## src/rtl/assert_macros.svh

```systemverilog
// Assertion macros used by the top level of the life generation engine.
`ifndef ASSERT_MACROS_SVH
`define ASSERT_MACROS_SVH

// Whenever the antecedent holds, the consequent must hold in the same cycle.
`define LGE_ASSERT_IMPLIES(name, ante, cons, msg) \
  name: assert property (@(posedge clk) disable iff (!rst_n) (ante) |-> (cons)) \
    else $error(msg);

// The expression must hold at every clock edge out of reset.
`define LGE_ASSERT_ALWAYS(name, expr, msg) \
  name: assert property (@(posedge clk) disable iff (!rst_n) (expr)) \
    else $error(msg);

`endif

```

## src/rtl/lge_pkg.sv

```systemverilog
// Shared constants, types and a helper function of the life generation engine.
package lge_pkg;

  localparam int MAX_ROWS  = 64;
  localparam int MAX_COLS  = 64;
  localparam int ROW_W     = $clog2(MAX_ROWS);
  localparam int COL_W     = $clog2(MAX_COLS);
  localparam int CNT_W     = $clog2(MAX_ROWS + 2);
  localparam int OP_W      = 2;
  localparam int POS_W     = 6;
  localparam int SIZE_W    = 7;
  localparam int CFG_IDX_W = 1;
  localparam int NBR_W     = 4;

  typedef logic [MAX_COLS-1:0] row_bits_t;

  typedef enum logic [OP_W-1:0] {
    OP_WRITE = 2'd0,
    OP_STEP  = 2'd1,
    OP_READ  = 2'd2
  } op_t;

  typedef enum logic [CFG_IDX_W-1:0] {
    CFG_GRID_ROWS = 1'b0,
    CFG_GRID_COLS = 1'b1
  } cfg_idx_t;

  typedef struct packed {
    logic load_item;
    logic clear_res;
    logic take_cell;
    logic write_cell;
    logic sweep_init;
    logic sweep_run;
    logic swap;
    logic step_res;
    logic load_out;
  } cmd_t;

  typedef struct packed {
    logic [OP_W-1:0] op;
    logic            in_grid;
    logic            sweep_done;
    logic            slot_free;
  } sts_t;

  function automatic logic [SIZE_W-1:0] clamp_size(input logic [SIZE_W-1:0] v,
                                                   input logic [SIZE_W-1:0] maxv);
    logic [SIZE_W-1:0] res;
    if (v == '0) begin
      res = SIZE_W'(1);
    end else if (v > maxv) begin
      res = maxv;
    end else begin
      res = v;
    end
    return res;
  endfunction

endpackage

```

## src/rtl/lge_ctrl.sv

```systemverilog
// Controller state machine that sequences cell accesses and generation sweeps.
module lge_ctrl (
  input  logic          clk,
  input  logic          rst_n,
  input  logic          in_valid,
  output logic          in_ready,
  input  lge_pkg::sts_t sts,
  output lge_pkg::cmd_t cmd
);

  typedef enum logic [4:0] {
    ST_IDLE   = 5'b00001,
    ST_DECODE = 5'b00010,
    ST_ROW    = 5'b00100,
    ST_SWEEP  = 5'b01000,
    ST_RESULT = 5'b10000
  } state_t;

  state_t state_r;
  state_t state_nxt;

  always_comb begin
    cmd       = '0;
    state_nxt = state_r;
    in_ready  = (state_r == ST_IDLE);
    unique case (state_r)
      ST_IDLE: begin
        if (in_valid) begin
          cmd.load_item = 1'b1;
          state_nxt     = ST_DECODE;
        end
      end
      ST_DECODE: begin
        cmd.clear_res = 1'b1;
        case (sts.op)
          lge_pkg::OP_WRITE: state_nxt = sts.in_grid ? ST_ROW : ST_IDLE;
          lge_pkg::OP_READ:  state_nxt = sts.in_grid ? ST_ROW : ST_RESULT;
          lge_pkg::OP_STEP: begin
            cmd.sweep_init = 1'b1;
            state_nxt      = ST_SWEEP;
          end
          default: state_nxt = ST_IDLE;
        endcase
      end
      ST_ROW: begin
        // The row read issued in the decode cycle is now available.
        if (sts.op == lge_pkg::OP_WRITE) begin
          cmd.write_cell = 1'b1;
          state_nxt      = ST_IDLE;
        end else begin
          cmd.take_cell = 1'b1;
          state_nxt     = ST_RESULT;
        end
      end
      ST_SWEEP: begin
        cmd.sweep_run = 1'b1;
        if (sts.sweep_done) begin
          cmd.swap     = 1'b1;
          cmd.step_res = 1'b1;
          state_nxt    = ST_RESULT;
        end
      end
      ST_RESULT: begin
        if (sts.slot_free) begin
          cmd.load_out = 1'b1;
          state_nxt    = ST_IDLE;
        end
      end
      default: state_nxt = ST_IDLE;
    endcase
  end

  always_ff @(posedge clk) begin
    if (!rst_n) begin
      state_r <= ST_IDLE;
    end else begin
      state_r <= state_nxt;
    end
  end

endmodule

```

## config.mk

```make
export PLATFORM = sky130hd
export DESIGN_NAME = lge_ctrl
export DESIGN_NICKNAME = d
export VERILOG_FILES = /design/src/rtl/assert_macros.svh /design/src/rtl/lge_pkg.sv /design/src/rtl/lge_ctrl.sv
export SDC_FILE = /design/constraint.sdc
export NUM_CORES = 1
export LEC_CHECK = 0
export ABC_AREA = 1
export BUFFER_PORTS_ARGS = -buffer_cell sky130_fd_sc_hd__buf_4
export CAP_MARGIN = 25
export CORE_AREA = 5 5 42 44
export DETAILED_ROUTE_END_ITERATION = 10
export DIE_AREA = 0 0 47 49
export SLEW_MARGIN = 30
export SYNTH_ARGS = -nofsm -noshare
export SYNTH_HDL_FRONTEND = slang
export SYNTH_SLANG_ARGS = --single-unit
```

## constraint.sdc

```tcl
create_clock -name clk -period 1 [get_ports clk]
set_input_delay 0 -clock clk [delete_from_list [all_inputs] [get_ports clk]]
set_output_delay 0 -clock clk [all_outputs]
set_load 0.03 [all_outputs]
```

==> results.toml, run 1 <==
[run_status]
run_status = "finished, violations left"
violations = "setup timing"

[global_route]
grt_max_degree = 6
antenna_found_initial = 0
grt_pass1_wl_mm = 2.13
grt.total_usage_pct = 12.7
gr-total-overflow = 0
grt_pass1_vias = 551

[critical_path]
cp_cell_sequence = "nor2_4, nand3_2, buf_6, nor2_4, buf_6"
required_ns = 1.00
r2r-end = "state_r[4]"
critPathMaxStageDelay_ns = 0.33
crit_path_end_kind = "primary output"
start_kind = "flip-flop"
cp_top_family = "simple AND/OR/NAND/NOR gates"
reg2reg_depth = 7
rr_startpoint = "state_r[2]"
slowest_stage = "dfxtp_2"
worstPathArrival_ns = 1.24
crit_type = "reg -> out"
crit_buf_inv = 2
crit_path_start = "state_r[0]"
crit_fanout = 4
r2r_slack_ns = -0.21

[synthesis]
synth-seq-cells = 5
synth_top_cell_by_area = "dfxtp_1"
ys_warn_count = 0
yosys.cell_types.count = 15
postSynthAreaPerCell_sq_um = 5.65
ys_seq_area_share_pct = 25.3
synth_cells = 70
synth_area_leaders = "dfxtp_1 25%, inv_1 18%, nand2_1 12%"
syn-cell-area_sq_um = 395
syn_nets = 78
netlist.area_leader.share_pct = 25.3

[route]
routed_via_density = 4.65
ant_nets = 0
drtIter0Drc = 14
num_vias = 558
routedWlPerCell_um = 11.1
firstDrtPassIters = 4
drt-total-wl_mm = 1.33
drc = 0

[clock_tree]
clockBufferDepth = 2
clock_latency_ns = 0.24
cts_num_sinks = 5
clk_pin_slew_ns = 0.04
cts_made_buffers = 3
cts_root_buf = "clkbuf_4"
cts_tree = "done"
htreeDepth = 1

[final_layout]
areaGrowthSynthToFinish_pct = 105
final_nets = 113
final_common_cell = "buf_4"
reg.largest.list = "state_r: 5 flops"
regMostFlops = "state_r"
largest_reg_flops = 5
drive_gt1_share_pct = 60.6
diodes = 0
layout_common_cells = "15 x buf_4, 14 x buf_6, 13 x inv_1"
fin_area_sq_um = 811

[pwr]
p_leak_nw = 0.406
p_int_mw = 0.564
ir_worst_vdd_v = 0.00112
p_switching_mw = 0.351
seq_power_share_pct = 27.2
powerDensity_mw_per_mm2 = 1130
p_clk_share_pct = 25.3
power.share.combinational_pct = 47.6
switching_share_pct = 38.4

[worst_hold_path]
hold_path_end = "state_r[2]"
min_path_cells = 3
hp-class = "in -> reg"
worstHoldStart = "sts[2]"

[die]
dieArea_sq_mm = 0.00230
initial_core_util_pct = 28.2
io_pins = 18
die_h_um = 49
coreArea_sq_mm = 0.00140
fp.dieW_um = 47
rows = 14

[timing]
finalHoldViolCount = 0
finalWorstSetupSlack_ns = -0.243
rsz0062_at_grt = "yes"
finalCritPeriodShare_pct = 124
period_minus_slack_ns = 1.24
worst_slew_pin_slew_ns = 0.253
skew_ns = 0.00430
fmax_mhz = 805
setup_viol = 15
hold_ws_ns = 0.0369
drv_slew = 0
slew_headroom_pct = 83.0

[placed_design]
io_buffers = 17
dp_slack_ns = -0.120
gp_routability_congestion = 0.804
placed_area_sq_um = 591
hpwl_um = 888

[run]
maxCapViolCount = 0
==> cells in the mapped netlist (all sizes together) <==
| library cell | number |
|---|---|
| nor3 | 1 |
| nor4 | 2 |
| nor2 | 14 |
| buf | 1 |
| a21oi | 2 |
| o21ai | 1 |
| nand3 | 8 |
| nand2 | 14 |
| nand4 | 2 |
| dfxtp | 5 |
| inv | 20 |
==> kinds of logic after synthesis <==
logic type             after synthesis  synth area share (%)
and+or+nand+nor                     41                  50.0
AOI/OAI and AO/OA                    3                  3.80
DFF                                  5                  25.3
buffers and inverters               21                  20.9
==> power groups by stage <==
stage | Combinational, mW | Sequential (mW) | Clock, mW
floorplan | 0.207 | 0.250 | 0
global placement | 0.324 | 0.252 | 0
detailed placement | 0.331 | 0.253 | 0
CTS | 0.417 | 0.248 | 0.239
global route | 0.470 | 0.251 | 0.260
finish | 0.436 | 0.249 | 0.231
==> metal layers <==
layer | global-route usage, % | up-vias | wire length [um]
li1 | - | 279 | -
met1 | 13.2 | 251 | 464
met2 | 21.3 | 26 | 750
met3 | 7.01 | 2 | 100
met4 | 3.23 | 0 | 14
met5 | 0 | - | 0
==> repair_timing <==
action                                 CTS  global route
setup endpoints to repair               14            15
pin swaps                                6             6
endpoints found under the hold margin    2             0
hold buffers                             2             0
buffers inserted                         7             0
resized for setup                       31             8
==> through the flow <==
| step | total power [mW] | std cells | utilization [%] | TNS, ns |
|---|---|---|---|---|
| 6_report | 0.915 | 120 | 57.9 | -2.77 |
| 4_1_cts | 0.904 | 120 | 56.3 | -2.68 |
| 2_1_floorplan | 0.457 | 70 | - | -0.342 |
| 3_3_place_gp | 0.576 | 107 | 42.1 | -0.330 |
| 5_1_grt | 0.980 | 120 | 57.9 | -3.85 |
| 3_5_place_dp | 0.584 | 107 | 42.1 | -0.355 |
==> layout make-up <==
type	instances	area (sq um)
Tap cell	16	20.0
Multi-Input combinational cell	44	288
Clock buffer	4	26.3
Sequential cell	5	111
Fill cell	132	591
Inverter	20	75.1
Timing Repair Buffer	31	290
==> worst min-delay path: cells and delay by family <==
family                 cells  cell delay [ns]
buffers and inverters      2             0.18
AND/OR/NAND/NOR            1             0.05
==> worst max path at each step <==
| stage | to | slack (ns) | cells after the start |
|---|---|---|---|
| global route | cmd[4] | -0.31 | 6 |
| finish | cmd[2] | -0.24 | 5 |
| CTS | cmd[4] | -0.24 | 6 |
| detailed placement | state_r[4] | -0.12 | 7 |
| floorplan | state_r[0] | -0.08 | 9 |
| global placement | state_r[0] | -0.11 | 6 |
Note: power is estimated with default switching activity, not from simulation.
==> inputs of run 2 (changes only) <==
BUFFER_PORTS_ARGS = -buffer_cell sky130_fd_sc_hd__buf_2   (was -buffer_cell sky130_fd_sc_hd__buf_4)
CORE_AREA = 2 2 39 41   (was 5 5 42 44)
DIE_AREA = 0 0 41 43   (was 0 0 47 49)
==> run 2 against run 1 <==
Net effect: the flow still finishes with violations (setup timing); design area rose by 1.2%; sequential share of layout area rose by 0.14 points; non-clock buffer count rose by 1; critical path depth rose by 2; worst hold slack got worse by 0.0095 ns; fmax fell by 4.7%; utilization rose by 1.5 points; wire length rose by 2.4%; sequential cell count did not move; first-iteration DRC count fell by 79%; clock power rose by 4%; critical path type is now reg -> reg; largest power group unchanged.
==> results.toml, run 2 (same netlist as run 1, synthesis figures left out) <==
[critical_path]
r2r_slack_ns = -0.30
r2r-end = "state_r[4]"
crit_path_start = "state_r[0]"
start_kind = "flip-flop"
crit_type = "reg -> reg"
rr_startpoint = "state_r[0]"
crit_fanout = 3
reg2reg_depth = 7
worstPathArrival_ns = 1.43
crit_path_end_kind = "flip-flop"
required_ns = 1.13

[run]
maxCapViolCount = 0

[pwr]
powerDensity_mw_per_mm2 = 1140
p_total_mw = 0.938
ir_worst_vdd_v = 0.000566
p_leak_nw = 0.420

[die]
initial_core_util_pct = 28.6
rows = 14
io_pins = 18
coreArea_sq_mm = 0.00138
dieArea_sq_mm = 0.00176
die_h_um = 43
fp.dieW_um = 41

[timing]
slew_headroom_pct = 77.4
drv_slew = 0
worst_slew_pin_slew_ns = 0.335
period_minus_slack_ns = 1.30
fmax_mhz = 767
finalCritPeriodShare_pct = 130
skew_ns = 0.00112
finalHoldViolCount = 0
finalWorstSetupSlack_ns = -0.303
setup_viol = 15
rsz0062_at_grt = "yes"

[clock_tree]
clock_latency_ns = 0.25
cts_root_buf = "clkbuf_4"
clk_pin_slew_ns = 0.04
cts_num_sinks = 5
cts_made_buffers = 3
clockBufferDepth = 2
cts_tree = "done"
htreeDepth = 1

[final_layout]
regMostFlops = "state_r"
final_nets = 114
fin_cells = 121
layout_common_cells = "16 x buf_6, 15 x inv_1, 9 x nand2_1"
areaGrowthSynthToFinish_pct = 108
diodes = 0
drive_gt1_share_pct = 61.0
reg.largest.list = "state_r: 5 flops"
final_common_cell = "buf_6"
largest_reg_flops = 5
final_util_pct = 59.3

[route]
routedWlPerCell_um = 11.3
drc = 0
routed_via_density = 4.61
firstDrtPassIters = 4
num_vias = 558
drt-total-wl_mm = 1.36
drtIter0Drc = 3
ant_nets = 0

[worst_hold_path]
hold_path_end = "state_r[2]"
worstHoldStart = "sts[2]"
hp-class = "in -> reg"
min_path_cells = 3

[placed_design]
hpwl_um = 773
gp_routability_congestion = 0.690
io_buffers = 17
dp_slack_ns = -0.123
numPlacedInstances = 108

[global_route]
grt_pass1_wl_mm = 1.86
grt_pass1_vias = 477
grt_max_degree = 6
gr-total-overflow = 0
antenna_found_initial = 0
grt.total_usage_pct = 16.0

[run_status]
violations = "setup timing"
run_status = "finished, violations left"
[run 2: changes by cell type in the layout (fill, tap and decap cells not counted), sizes merged]
cell  previous run  this run
buf             29        30
[run 2: critical path, stage by stage (launching register included)]
cell,delay (ns)
dfxtp_2,0.36
inv_2,0.05
nor2_2,0.19
nand4_1,0.20
nand2_2,0.14
inv_1,0.06
a21oi_2,0.13
nor2_1,0.05
[run 2: how the worst max path moves through the flow]
stage	end	slack [ns]	cells past startpoint
after global routing	state_r[4]	-0.34	7
after CTS	cmd[4]	-0.23	6
after global placement	state_r[4]	-0.09	7
after detailed placement	state_r[4]	-0.12	7
final	state_r[4]	-0.30	7
after floorplan	state_r[0]	-0.08	9
[run 2: per-layer routing]
| layer | vias up | global-route usage [%] | part of all wire [%] |
|---|---|---|---|
| met5 | - | 0 | 0 |
| met4 | 0 | 8.00 | 1.7 |
| met3 | 5 | 6.28 | 4.2 |
| met2 | 18 | 26.3 | 58 |
| met1 | 248 | 16.5 | 36 |
| li1 | 287 | - | - |
[run 2: layout make-up]
cell class / count / area, sq um
well taps: 16 / 20.0
multi-input cells: 44 / 298
flip-flops and latches: 5 / 114
inverters: 20 / 75.1
repair buffers: 32 / 288
clock buffers: 4 / 26.3
fillers: 134 / 563
[run 2: power breakdown]
group / total [mW] / internal [mW] / switching [mW]
logic: 0.446 / 0.186 / 0.260
registers: 0.251 / 0.221 / 0.0295
clock network: 0.241 / 0.151 / 0.0895
[run 2: timing repair]
item	CTS	global route
hold endpoints to repair	2	0
pin swaps	6	9
hold buffers	2	0
resized for setup	36	16
endpoints found under the setup margin	14	15
setup buffers	5	2
[run 2: stage by stage]
stage / hold WS, ns / cell area [sq um] / TNS, ns
3_5_place_dp: 0.209 / 556 / -0.430
5_1_grt: 0.0270 / 821 / -3.67
4_1_cts: 0.00430 / 754 / -2.56
6_report: 0.0274 / 821 / -3.04
2_1_floorplan: 0.0680 / 413 / -0.342
3_3_place_gp: 0.210 / 556 / -0.394
